File: src/hdl/ise_pkg.sv
// Package: shared types, sizes and codes for the indexed stack engine.
package ise_pkg;

	localparam int DEPTH      = 16;
	localparam int DATA_WIDTH = 32;
	localparam int ADDR_W     = $clog2(DEPTH);
	localparam int CNT_W      = $clog2(DEPTH + 1);
	localparam int LIMIT_W    = 5;
	localparam int PADDR_W    = 3;

	typedef enum logic [1:0] {
		CMD_PUSH   = 2'd0,
		CMD_POP    = 2'd1,
		CMD_PEEK   = 2'd2,
		CMD_CHANGE = 2'd3
	} cmd_t;

	typedef enum logic [1:0] {
		STS_OK        = 2'd0,
		STS_OVERFLOW  = 2'd1,
		STS_UNDERFLOW = 2'd2
	} sts_t;

	typedef enum logic [0:0] {
		REG_STACK_LIMIT = 1'b0
	} reg_idx_t;

	typedef enum logic [1:0] {
		ST_IDLE,
		ST_EXEC,
		ST_DONE
	} state_t;

	typedef struct packed {
		logic [1:0]         command;
		logic signed [31:0] value;
		logic [4:0]         position;
	} req_t;

	typedef struct packed {
		logic signed [31:0] read_data;
		logic [1:0]         status;
		logic [4:0]         count_now;
	} rsp_t;

	typedef struct packed {
		logic load;
		logic exec;
	} dp_ctl_t;

endpackage

File: src/hdl/indexed_stack_engine.sv
// Top level: LIFO stack engine with push, pop, peek and change, plus APB limit register.
//
//  channel   handshake                    payload
//  --------  ---------------------------  -------------------------------------
//  request   start & !busy                req  (command, value, position)
//  response  done, one cycle, no stall    rsp  (read_data, status, count_now)
//  config    psel & penable & pwrite      paddr, pwdata, prdata, pready (=1)
//
// A request passes through accept, execute (one memory access and the
// count update) and respond. busy stays high from the accept edge until
// the cycle after done, so no new request is taken before the last one
// has responded.
// arst_n clears the controller, the entry count and the limit (to 16).
// The stack memory has no reset; only entries below the count ever reach read_data.
// The response receiver cannot stall: done is a one-cycle strobe.
module indexed_stack_engine
	import ise_pkg::*;
(
	input  logic               clk,
	input  logic               arst_n,
	input  logic               start,
	output logic               busy,
	input  req_t               req,
	output logic               done,
	output rsp_t               rsp,
	input  logic               psel,
	input  logic               penable,
	input  logic               pwrite,
	input  logic [PADDR_W-1:0] paddr,
	input  logic [31:0]        pwdata,
	output logic [31:0]        prdata,
	output logic               pready
);

	dp_ctl_t            ctl;
	logic [LIMIT_W-1:0] stack_limit_q;
	logic               cfg_wr;
	logic               sel_limit;

	// Decode the register index from the word address; drop writes beyond it.
	assign sel_limit = (reg_idx_t'(paddr[PADDR_W-1:2]) == REG_STACK_LIMIT);
	assign pready    = 1'b1;
	assign cfg_wr    = psel && penable && pwrite && pready;

	// Hold the push limit; only the low five bits of the write data count.
	always_ff @(posedge clk or negedge arst_n) begin
		if (!arst_n) begin
			stack_limit_q <= LIMIT_W'(16);
		end else if (cfg_wr && sel_limit) begin
			stack_limit_q <= pwdata[LIMIT_W-1:0];
		end
	end

	assign prdata = sel_limit ? 32'(stack_limit_q) : 32'd0;

	// Advance one request through load, execute, respond.
	ise_ctrl u_ctrl (
		.clk    (clk),
		.arst_n (arst_n),
		.start  (start),
		.busy   (busy),
		.done   (done),
		.ctl    (ctl)
	);

	// Latch the request, touch one stack entry, update the count.
	ise_dp u_dp (
		.clk         (clk),
		.arst_n      (arst_n),
		.ctl         (ctl),
		.req         (req),
		.stack_limit (stack_limit_q),
		.rsp         (rsp)
	);

endmodule

File: src/hdl/ise_ctrl.sv
// Controller: sequences one request through load, execute and response.
module ise_ctrl
	import ise_pkg::*;
(
	input  logic    clk,
	input  logic    arst_n,
	input  logic    start,
	output logic    busy,
	output logic    done,
	output dp_ctl_t ctl
);

	state_t state_q;
	state_t state_d;

	always_ff @(posedge clk or negedge arst_n) begin
		if (!arst_n) begin
			state_q <= ST_IDLE;
		end else begin
			state_q <= state_d;
		end
	end

	always_comb begin
		state_d  = state_q;
		ctl.load = 1'b0;
		ctl.exec = 1'b0;
		busy     = 1'b1;
		done     = 1'b0;
		case (state_q)
			ST_IDLE: begin
				busy = 1'b0;
				if (start) begin
					ctl.load = 1'b1;
					state_d  = ST_EXEC;
				end
			end
			ST_EXEC: begin
				ctl.exec = 1'b1;
				state_d  = ST_DONE;
			end
			ST_DONE: begin
				done    = 1'b1;
				state_d = ST_IDLE;
			end
			default: begin
				state_d = ST_IDLE;
			end
		endcase
	end

endmodule

File: src/hdl/ise_dp.sv
// Datapath: request register, stack memory, entry count and response fields.
module ise_dp
	import ise_pkg::*;
(
	input  logic               clk,
	input  logic               arst_n,
	input  dp_ctl_t            ctl,
	input  req_t               req,
	input  logic [LIMIT_W-1:0] stack_limit,
	output rsp_t               rsp
);

	logic [DATA_WIDTH-1:0] mem [DEPTH];

	req_t                  req_q;
	logic [CNT_W-1:0]      count_q;
	logic [1:0]            status_q;
	logic                  rd_sel_q;
	logic [DATA_WIDTH-1:0] rd_word_q;

	logic signed [63:0]    val_ext;
	logic [DATA_WIDTH-1:0] wr_word;
	logic                  pos_ok;
	logic                  room;
	logic [CNT_W-1:0]      pos_cnt;
	logic [ADDR_W-1:0]     top_addr;
	logic [ADDR_W-1:0]     pos_addr;
	logic [ADDR_W-1:0]     rd_addr;
	logic [ADDR_W-1:0]     wr_addr;
	logic                  wr_en;
	logic [CNT_W-1:0]      count_d;
	logic [1:0]            status_d;
	logic                  rd_sel_d;
	logic signed [DATA_WIDTH-1:0] rd_signed;
	logic signed [63:0]    rd_ext;

	always_ff @(posedge clk) begin
		if (ctl.load) begin
			req_q <= req;
		end
	end

	assign val_ext  = 64'(req_q.value);
	assign wr_word  = val_ext[DATA_WIDTH-1:0];
	assign pos_cnt  = CNT_W'(req_q.position);
	// position must be 1..count; compare at full field width
	assign pos_ok   = (req_q.position != 5'd0) && (32'(req_q.position) <= 32'(count_q));
	assign room     = (32'(count_q) < 32'(stack_limit)) && (32'(count_q) < 32'(DEPTH));
	assign top_addr = ADDR_W'(count_q - CNT_W'(1));
	assign pos_addr = ADDR_W'(count_q - pos_cnt);

	always_comb begin
		count_d  = count_q;
		status_d = STS_OK;
		rd_sel_d = 1'b0;
		wr_en    = 1'b0;
		wr_addr  = pos_addr;
		rd_addr  = pos_addr;
		case (cmd_t'(req_q.command))
			CMD_PUSH: begin
				wr_addr = ADDR_W'(count_q);
				if (room) begin
					wr_en   = 1'b1;
					count_d = count_q + CNT_W'(1);
				end else begin
					status_d = STS_OVERFLOW;
				end
			end
			CMD_POP: begin
				rd_addr = top_addr;
				if (count_q == '0) begin
					status_d = STS_UNDERFLOW;
				end else begin
					count_d  = count_q - CNT_W'(1);
					rd_sel_d = 1'b1;
				end
			end
			CMD_PEEK: begin
				if (pos_ok) begin
					rd_sel_d = 1'b1;
				end else begin
					status_d = STS_UNDERFLOW;
				end
			end
			CMD_CHANGE: begin
				if (pos_ok) begin
					wr_en = 1'b1;
				end else begin
					status_d = STS_UNDERFLOW;
				end
			end
			default: begin
				status_d = STS_UNDERFLOW;
			end
		endcase
	end

	always_ff @(posedge clk) begin
		if (ctl.exec && wr_en) begin
			mem[wr_addr] <= wr_word;
		end
	end

	always_ff @(posedge clk) begin
		if (ctl.exec) begin
			rd_word_q <= mem[rd_addr];
		end
	end

	always_ff @(posedge clk or negedge arst_n) begin
		if (!arst_n) begin
			count_q  <= '0;
			status_q <= STS_OK;
			rd_sel_q <= 1'b0;
		end else if (ctl.exec) begin
			count_q  <= count_d;
			status_q <= status_d;
			rd_sel_q <= rd_sel_d;
		end
	end

	assign rd_signed = rd_word_q;
	assign rd_ext    = 64'(rd_signed);

	assign rsp.read_data = rd_sel_q ? rd_ext[31:0] : 32'sd0;
	assign rsp.status    = status_q;
	assign rsp.count_now = 5'(count_q);

endmodule

File: config.mk
export PLATFORM = sky130hd
export DESIGN_NAME = indexed_stack_engine
export DESIGN_NICKNAME = d
export VERILOG_FILES = /design/src/hdl/ise_pkg.sv /design/src/hdl/indexed_stack_engine.sv /design/src/hdl/ise_ctrl.sv /design/src/hdl/ise_dp.sv
export SDC_FILE = /design/constraint.sdc
export NUM_CORES = 1
export LEC_CHECK = 0
export BUFFER_PORTS_ARGS = -buffer_cell sky130_fd_sc_hd__buf_2
export CAP_MARGIN = 10
export CORE_MARGIN = 8
export CORE_UTILIZATION = 50
export DETAILED_ROUTE_END_ITERATION = 8
export PLACE_DENSITY = 0.68
export RECOVER_POWER = 100
export SLEW_MARGIN = 15
export SYNTH_ARGS = -nofsm -noshare
export SYNTH_HDL_FRONTEND = slang
export SYNTH_SLANG_ARGS = --single-unit
File: constraint.sdc
create_clock -name clk -period 5.2 [get_ports clk]
set_input_delay 1.04 -clock clk [delete_from_list [all_inputs] [get_ports clk]]
set_output_delay 1.04 -clock clk [all_outputs]
set_load 0.05 [all_outputs]
# Yosys cells after proc, flatten, opt, wreduce, memory -nomap -nowiden
# Memories as Yosys holds them, arrays and structs flattened. A register that Yosys moved wholly into a read port is not among the register bits.
# Index checks and enable logic that the tools add are counted.
[word_totals]
memories = 1
mem_bits_ro = 0
output_inout_bits = 74
reg_bits = 54
input_bits = 80
mem_bits_rw = 512
word_cells = 62
latchBits = 0
[memory_table]
columns = ["memory", "words", "width", "read_ports", "rd_clocked_by_memory_dff", "write_ports", "line_no", "source"]
rows = [
  ["u_dp.mem", 16, 32, 1, 1, 1, "ise_dp.sv:13", "logic [DATA_WIDTH-1:0] mem [DEPTH];"],
]
[op_classes]
eq_ne = 8
n_reduce_logical = 13
n_lt_le_gt_ge = 3
n_shift = 0
div = 0
multipliers = 0
n_addsub = 3
n_mux = 25
bitwise = 1
[op_table]
columns = ["operator", "count"]
rows = [
  ["$mux 32", 1],
  ["$mux 5", 3],
  ["$mux 1", 11],
  ["$pmux 5 s2", 1],
  ["$mux 4", 2],
  ["$eq 2x2->1 const B", 3],
  ["$logic_and 1x1->1", 6],
  ["$mux 2", 3],
  ["$pmux 2 s3", 1],
  ["$add 5x1->5 const B", 1],
  ["$le 5x5->1", 1],
  ["$logic_not 5->1", 1],
  ["$lt 5x5->1", 1],
  ["$lt 5x5->1 const B", 1],
  ["$reduce_bool 5->1", 1],
  ["$sub 5x1->5 const B", 1],
  ["$eq 2x1->1 const B", 2],
  ["$logic_not 2->1", 2],
  ["$ne 2x2->1 const B", 2],
  ["$pmux 1 s2", 2],
  ["$pmux 2 s2", 1],
  ["$reduce_and 4->1", 1],
  ["$sub 4x4->4", 1],
  ["$ne 2x1->1 const B", 1],
  ["other kinds (3)", 3],
]

# Depth between registers and ports, before layout
# Gate-level depths: netlist (run 1).
[depth]
word_depth = 7
mapped_depth = 11

# By module
# From an unflattened synthesis (run 1), not the netlist that was laid out.
[hier_totals]
cells_unflattened = 1130
area_unflattened_um2 = 23512.6
[modules_own_cells]
columns = ["mod", "n_inst", "cells_per_inst", "area_each_um2", "seq_area_each_um2"]
rows = [
  ["ise_dp", 1, 1075, 22947.0, 17707.0],
  ["indexed_stack_engine", 1, 46, 467.9, 126.4],
  ["ise_ctrl", 1, 9, 97.6, 50.0],
]

# Worst setup path before layout (run 1)
# OpenSTA, ideal clock, no wires.
[synth_path]
path_kind = "reg-to-reg"
from = "register u_dp.count_q[2]"
to = "memory u_dp.mem[7][0] (enable)"
path_stages_with_launch = 10
t_arrival_ns = 3.704
slack_ns = 1.075
synth_period_minus_slack_ns = 4.125
setup_ns = 0.421
cell_sequence = "dfrtp_1 buf_2 inv_1 ha_1 a21oi_1 o21ai_0 xor2_1 mux2_2 or2_2 nor2_1"
[synth_between]
elab_chain_cells = 7
[synth_lines]
columns = ["item", "line_no", "source"]
rows = [
  ["start: declaration", "ise_dp.sv:16", "logic [CNT_W-1:0] count_q;"],
  ["start signal: assignment", "ise_dp.sv:116", "count_q <= count_d;"],
  ["$le 5x5->1 or $lt 5x5->1 (tied branches)", "ise_dp.sv:47, ise_dp.sv:48", ""],
  ["$logic_and 1x1->1 (on tied branches)", "ise_dp.sv:47, ise_dp.sv:48", ""],
  ["$mux 1 (on tied branches)", "ise_dp.sv:86, ise_dp.sv:62", ""],
  ["$pmux 1 s2", "ise_dp.sv:59", "case (cmd_t'(req_q.command))"],
  ["$logic_and 1x1->1", "ise_dp.sv:99", "if (ctl.exec && wr_en) begin"],
  ["$mux 1", "ise_dp.sv:99", ""],
  ["$mux 1 (not written as such)", "ise_dp.sv:100", "mem[wr_addr] <= wr_word;"],
  ["end: declaration", "ise_dp.sv:13", ""],
]
# Parallel ways exist; a longest one is shown, timed or not.

# Final worst setup path (run 1)
[layout_path]
from = "register u_dp.count_q[0]"
to = "memory u_dp.mem[6][14] (enable)"
# The elaborated chain is that of the path after synthesis.

==> results of run 1 <==
-- logic make-up after synthesis --
logic type,after synthesis
AOI/OAI and AO/OA,93
xor gates and xnor gates,9
adders and majority gates,20
buffers and inverters,100
DFF,598
muxes,170
other,2
and+or+nand+nor,142
-- stage by stage --
stage          hold slack (ps)  instance area (sq um)
4_1_cts                    311                  26600
3_3_place_gp               466                  24900
5_1_grt                    519                  26400
2_1_floorplan              479                  23500
6_report                   499                  26400
3_5_place_dp               490                  24900
-- worst max-delay path, cell delays in order, from the launching register on --
cell and delay, ps:
dfrtp_1 520, inv_1 230, ha_1 210, inv_1 60
fa_1 370, xor2_1 360, o21bai_1 140, nor2_1 120
a32oi_1 60, clkbuf_1 380, nor2_1 930, clkbuf_1 650
-- placed cells by master, fill, tap and decap left out, types with 6 or more instances in the layout --
cell / netlist / layout
a211oi_1: 33 / 33
a21oi_1: 36 / 36
and2_1: 32 / 32
buf_12: 0 / 8
buf_2: 19 / 43
buf_4: 35 / 12
clkbuf_1: 22 / 84
clkbuf_16: 0 / 59
clkbuf_2: 0 / 7
clkinv_1: 0 / 13
clkinv_2: 0 / 15
conb_1: 2 / 28
dfrtp_1: 14 / 14
edfxtp_1: 583 / 583
ha_1: 19 / 19
inv_1: 21 / 20
mux2_2: 7 / 7
mux2i_1: 34 / 33
mux4_2: 128 / 128
nand2_1: 21 / 21
nor2_1: 30 / 16
nor2_4: 0 / 12
nor2b_1: 36 / 36
nor3_1: 7 / 7
o21ai_0: 9 / 8
xnor2_1: 6 / 6
-- registers in the layout (all words and copies together), names as in the netlist --
signal,cells
u_dp.rd_signed,32
u_dp.req_q,2
u_dp.status_q,2
u_dp.rd_sel_q,1
u_dp.count_q,5
u_ctrl.state_q,2
stack_limit_q,5
u_dp.pos_cnt,5
u_dp.mem,512
u_dp.wr_word,32
-- power groups by stage --
stage               combinational (W)  clock [W]  sequential, W
floorplan                     0.00370          0        0.00599
finish                        0.00488    0.00386        0.00592
detailed placement            0.00502          0        0.00602
global route                  0.00530    0.00412        0.00595
global placement              0.00497          0        0.00601
CTS                           0.00504    0.00395        0.00592
-- metal layers --
| metal | global-route usage [%] | vias to the layer above | wire length, um |
|---|---|---|---|
| met3 | 3.31 | 69 | 2850 |
| li1 | - | 4839 | - |
| met1 | 23.9 | 5794 | 19800 |
| met2 | 30.3 | 323 | 24300 |
| met4 | 4.28 | 0 | 937 |
| met5 | 0 | - | 0 |
-- how the worst max path moves through the flow --
stage,slack [ps],start,to
final,790,u_dp.count_q[0],u_dp.mem[6][14]
after global routing,520,u_dp.count_q[0],u_dp.mem[6][14]
after CTS,1200,u_dp.count_q[0],u_dp.rd_signed[28]
after detailed placement,1210,u_dp.count_q[0],u_dp.rd_signed[28]
after global placement,1240,u_dp.count_q[0],u_dp.rd_signed[28]
after floorplan,1080,u_dp.count_q[2],u_dp.mem[7][0]
-- final cells by class --
| type | instances | share of cell area, % |
|---|---|---|
| sequential | 598 | 67.6 |
| multi-input combinational | 462 | 19.8 |
| clock buffer | 76 | 5.90 |
| timing repair buffer | 139 | 2.87 |
| tap | 607 | 2.87 |
| clock inverter | 31 | 0.667 |
| inverter | 21 | 0.298 |
==> reports/qor.txt, run 1 <==
Status -> finished with violations
Failing checks -> max-capacitance violations, max-slew violations
Largest area contributor in the netlist -> edfxtp_1
Antenna diodes -> 0
RSZ-0062 raised after global routing -> no
Crit Path Max Fanout -> 10
Routed WL per cell -> 24.8 um
Sequential cell area -> 17900 sq um
DR vias -> 11000
Hold Crit Depth -> 1
GPL Wtd Cong -> 0.756
Slew Viols, Final -> 137
Largest family of logic cells by synthesized area -> multiplexers
Synth Area in Compound Gates -> 2.49%
Ys async rst share -> 2.51%
Yosys top cell area share -> 74.7%
Die width -> 233 um
Seq/Total Area, Yosys -> 76.3%
Wirelength, routed -> 47.9 mm
Worst Reg-to-Reg Cells -> 11
Hold Path End -> u_dp.status_q[1]
Fillcell total -> 3442
Remaining DRCs -> 0
Final number of setup-violating endpoints -> 0
Post-Synth Adder-Cell Area -> 1.10%
Largest net degree at the start of global routing -> 57
Post-synth EDFFs -> 583
# rows -> 79
Total track usage -> 17.9%
Setup crit end kind -> flop
Max Cap Viol -> 6
DP HPWL -> 26.4 mm
CTS sink count -> 598
Fraction of layout cells with a size suffix above 1 -> 23.1%
Post-CTS Setup Bufs -> 0
Input/output buffers -> 96
Chip height -> 233 um
Post-synth top flop -> edfxtp_1
Flop2flop setup slack -> 790 ps
Post-Synth XOR/XNOR Area -> 0.336%
Post-layout util -> 56.9%
Synth warnings -> 0
Critical path data arrival time -> 4640 ps
GR Overflow Total -> 0
Worst hold-check path type -> flop to flop
Fin nets -> 1380
CTS tree -> yes
Element type at the critical path start -> flop
Post-synthesis mux area share -> 14.1%
Number of library cell types mapped by synthesis -> 43
CORE AREA -> 46500 sq um
Cell area after synthesis -> 23400 sq um
Leak -> 8.54 nW
Total power -> 0.0147 W
Pre-Repair DR Iteration Count -> 8
Clock power share -> 26.3%
Setup_tns -> 0 ps
Cell count after synthesis -> 1134
Final worst setup slack -> 793 ps
IO Count -> 154
Hold path startpoint -> u_dp.status_q[1]
First-pass GRT wire length -> 72.2 mm
Comb pwr share -> 33.3%
Starting Density -> 50.4%
Min Tclk post-route -> 4410 ps
Post-cts sizing count -> 0
Worst Max-Slew Pin Slew -> 3090 ps
Slew Limit Headroom -> -107%
Top post-synthesis cells by count -> 583 x edfxtp_1, 128 x mux4_2, 36 x a21oi_1, 36 x nor2b_1, 35 x buf_4
Clock latency on the worst-skew pair -> 610 ps
Syn_area_per_cell -> 20.7 sq um
Root buf cell -> clkbuf_16
Pwr/cell area -> 554 nW/um^2
Top cells by area, synth -> edfxtp_1 75%, mux4_2 12%, dfrtp_1 1.5%, mux2i_1 1.5%, buf_4 1.1%
Non-filler cells, final -> 1934
Cell with the most instances after synthesis -> edfxtp_1
Longest Clk Path Bufs -> 3
Net Sw Frac -> 32.3%
RR Endpoint -> u_dp.mem[6][14]
Max frequency -> 227 MHz
Die area -> 54100 sq um
Sequential share of power -> 40.4%
Worst r2r src -> u_dp.count_q[0]
DRT iter0 DRCs -> 919
NetSw -> 0.00473 W
DP Worst Slack -> 1210 ps
Setup Crit Path Kind -> flop to flop
Post-Synth Simple-Gate Area -> 3.22%
Total CTS buffers -> 58
Vias in the first global route -> 11700
Via-per-instance ratio -> 5.70
Hold Buf Count CTS -> 0
Detail Route Antenna Nets -> 0
Hold Vio Cnt, Final -> 0
Worst vdd ir -> 378 uV
Clock skew -> 10.5 ps
Internal -> 0.00993 W
Reg clk slew, reported paths -> 60 ps
Initial antenna violation count -> 0
Critical Path RT -> 5430 ps
Crit share post-route -> 84.7%
CTS HTree Levels -> 2
Area of the multi-input gates -> 5230 sq um
Placed Instances -> 1827
Yosys reg bits -> 598
Synth-to-layout area growth -> 12.8%
Note: power is estimated with default switching activity, not from simulation.
==> run 2, diff against run 1 <==
--- a/config.mk
+++ b/config.mk
@@ -10,7 +10,7 @@
 export CORE_MARGIN = 8
 export CORE_UTILIZATION = 50
 export DETAILED_ROUTE_END_ITERATION = 8
-export PLACE_DENSITY = 0.68
+export PLACE_DENSITY = 0.7
 export RECOVER_POWER = 100
 export SLEW_MARGIN = 15
 export SYNTH_ARGS = -nofsm -noshare
==> constraint.sdc (replaced) <==
create_clock -name clk -period 3.8 [get_ports clk]
set_input_delay 0.76 -clock clk [delete_from_list [all_inputs] [get_ports clk]]
set_output_delay 0.76 -clock clk [all_outputs]
set_load 0.05 [all_outputs]
==> reports/qor.txt, run 2 (same netlist as run 1, synthesis figures left out) <==
CTS sink count -> 598 (unchanged)
Synth-to-layout area growth -> 14.0%
Final number of setup-violating endpoints -> 0 (unchanged)
Die width -> 233 um (unchanged)
Max frequency -> 278 MHz (+23%)
# rows -> 79 (unchanged)
Critical path data arrival time -> 3920 ps (-720 ps)
Crit Path Max Fanout -> 36 (+26)
Detail Route Antenna Nets -> 0 (unchanged)
Largest net degree at the start of global routing -> 53 (-7.0%)
IO Count -> 154 (unchanged)
Total track usage -> 17.5% (-0.32 points)
Root buf cell -> clkbuf_16
Chip height -> 233 um (unchanged)
Most frequent cells in the layout -> 583 x edfxtp_1, 128 x mux4_2, 63 x clkbuf_1
Flop2flop setup slack -> 200 ps (-590 ps)
RR Endpoint -> u_dp.rd_signed[18]
DP HPWL -> 26.3 mm (-0.47%)
DRT iter0 DRCs -> 881 (-4.1%)
Slew Limit Headroom -> 12.2% (+120 points)
Biggest register -> u_dp.mem
Antenna diodes -> 0 (unchanged)
DR vias -> 11000 (-0.27%)
Clock power share -> 27.1% (+0.8 points)
Min Tclk post-route -> 3600 ps (-810 ps)
Fraction of layout cells with a size suffix above 1 -> 25.1% (+2.1 points)
CTS HTree Levels -> 2 (unchanged)
Net Sw Frac -> 32.2% (-0.099 points)
CTS tree -> yes
Comb pwr share -> 33.9% (+0.6 points)
Worst vdd ir -> 582 uV (+54%)
Routed WL per cell -> 24.3 um (-1.9%)
Die area -> 54100 sq um (unchanged)
Via-per-instance ratio -> 5.65 (-0.84%)
Wirelength, routed -> 47.2 mm (-1.3%)
Vias in the first global route -> 11500 (-1.2%)
Element type at the critical path start -> flop
Initial antenna violation count -> 0 (unchanged)
Post-layout util -> 57.5% (+0.58 points)
CORE AREA -> 46500 sq um (unchanged)
GR Overflow Total -> 0 (unchanged)
Slew Viols, Final -> 0 (-100%)
Status -> finished clean
Hold Vio Cnt, Final -> 0 (unchanged)
Sequential share of power -> 39.0% (-1.4 points)
Clock latency on the worst-skew pair -> 600 ps (about the same)
Input/output buffers -> 96 (unchanged)
Setup Crit Path Kind -> flop to flop
Starting Density -> 50.4% (unchanged)
Max Cap Viol -> 0 (-6)
Pre-Repair DR Iteration Count -> 5 (-3)
Critical Path RT -> 4120 ps (-1310 ps)
Setup crit end kind -> flop
Leak -> 8.68 nW (+1.6%)
Non-filler cells, final -> 1945 (+0.57%)
Largest register FFs -> 512 (unchanged)
Hold Buf Count CTS -> 0 (unchanged)
Reg clk slew, reported paths -> 70 ps (about the same)
Fin nets -> 1390 (+0.72%)
Clock skew -> 21.2 ps (+10.7 ps)
Post-cts sizing count -> 0 (unchanged)
Internal -> 0.0139 W (+40%)
Most common cell after layout, fill and taps aside -> edfxtp_1
Worst hold-check path type -> primary input to asynchronous set/reset pin
Placed Instances -> 1837 (+0.55%)
Worst Reg-to-Reg Cells -> 11 (unchanged)
GPL Wtd Cong -> 0.764 (+1.1%)
Crit share post-route -> 94.6% (+9.9 points)
Worst r2r src -> u_dp.count_q[0]
Pwr/cell area -> 767 nW/um^2 (+38%)
Remaining DRCs -> 0 (unchanged)
Longest Clk Path Bufs -> 3 (unchanged)
Total CTS buffers -> 56 (-3.4%)
NetSw -> 0.00660 W (+39%)
First-pass GRT wire length -> 71.1 mm (-1.5%)
Worst Max-Slew Pin Slew -> 1320 ps (-1770 ps)
RSZ-0062 raised after global routing -> no
Post-CTS Setup Bufs -> 0 (unchanged)
-- run 2: cell count changes in the layout (fill, tap and decap cells not counted), moves of 2 or more --
| cell | change |
|---|---|
| clkinvlp_4 | +6 |
| buf_2 | +4 |
| clkbuf_4 | +4 |
| clkbuf_2 | +12 |
| inv_6 | -2 |
| clkinv_2 | -7 |
| bufinv_16 | +5 |
| clkbuf_1 | -21 |
| buf_4 | +5 |
| clkinv_1 | +3 |
| clkbuf_8 | -2 |
| buf_12 | +2 |
| nor2_2 | +2 |
-- run 2: routing by layer --
| metal | global-route usage, % | vias to the layer above | part of all wire, % |
|---|---|---|---|
| li1 | - | 4862 | - |
| met1 | 23.3 | 5788 | 42 |
| met2 | 30.3 | 291 | 52 |
| met3 | 2.95 | 54 | 5.2 |
| met4 | 3.83 | 0 | 1.4 |
| met5 | 0 | - | 0 |
-- run 2: worst max path at each step --
stage                         start                 end  cells past startpoint
floorplan           u_dp.count_q[2]      u_dp.mem[7][0]                      9
detailed placement  u_dp.count_q[0]     u_dp.mem[9][17]                     10
global placement    u_dp.count_q[0]     u_dp.mem[9][17]                     10
finish              u_dp.count_q[0]  u_dp.rd_signed[18]                     11
global route        u_dp.count_q[0]  u_dp.rd_signed[28]                      8
CTS                 u_dp.count_q[0]     u_dp.mem[7][17]                      9
-- run 2: layout make-up --
| type | instances | area, sq um |
|---|---|---|
| clock buffers | 68 | 1490 |
| clock inverters | 38 | 355 |
| fillers | 3394 | 19700 |
| inverters | 21 | 78.8 |
| multi-input cells | 462 | 5230 |
| flip-flops and latches | 598 | 17900 |
| well taps | 607 | 759 |
| repair buffers | 151 | 915 |
-- run 2: through the flow --
stage,setup slack (ps),instance area [sq um],power (W),TNS [ps],hold WS (ps)
final,204,26700,0.0205,0,249
after global routing,60.1,26700,0.0214,0,283
after CTS,301,26900,0.0209,0,37.0
after detailed placement,321,25000,0.0153,0,471
after global placement,331,25000,0.0152,0,475
after floorplan,-325,23500,0.0133,-98190,464
-- run 2: power by group through the flow --
stage	Sequential (W)	Combinational, W	Clock [W]
5_1_grt	0.00805	0.00751	0.00590
4_1_cts	0.00800	0.00722	0.00567
3_3_place_gp	0.00812	0.00712	0
2_1_floorplan	0.00819	0.00506	0
3_5_place_dp	0.00814	0.00717	0
6_report	0.00800	0.00694	0.00556
-- run 2: critical path, stage by stage (launching register included) --
cell and delay (ps):
dfrtp_1 380, inv_1 160, ha_1 200, inv_1 50, fa_1 550, o21ai_4 260, buf_12 210, clkbuf_4 530
mux4_2 390, nor2b_1 140, a211oi_1 340, a21oi_1 90
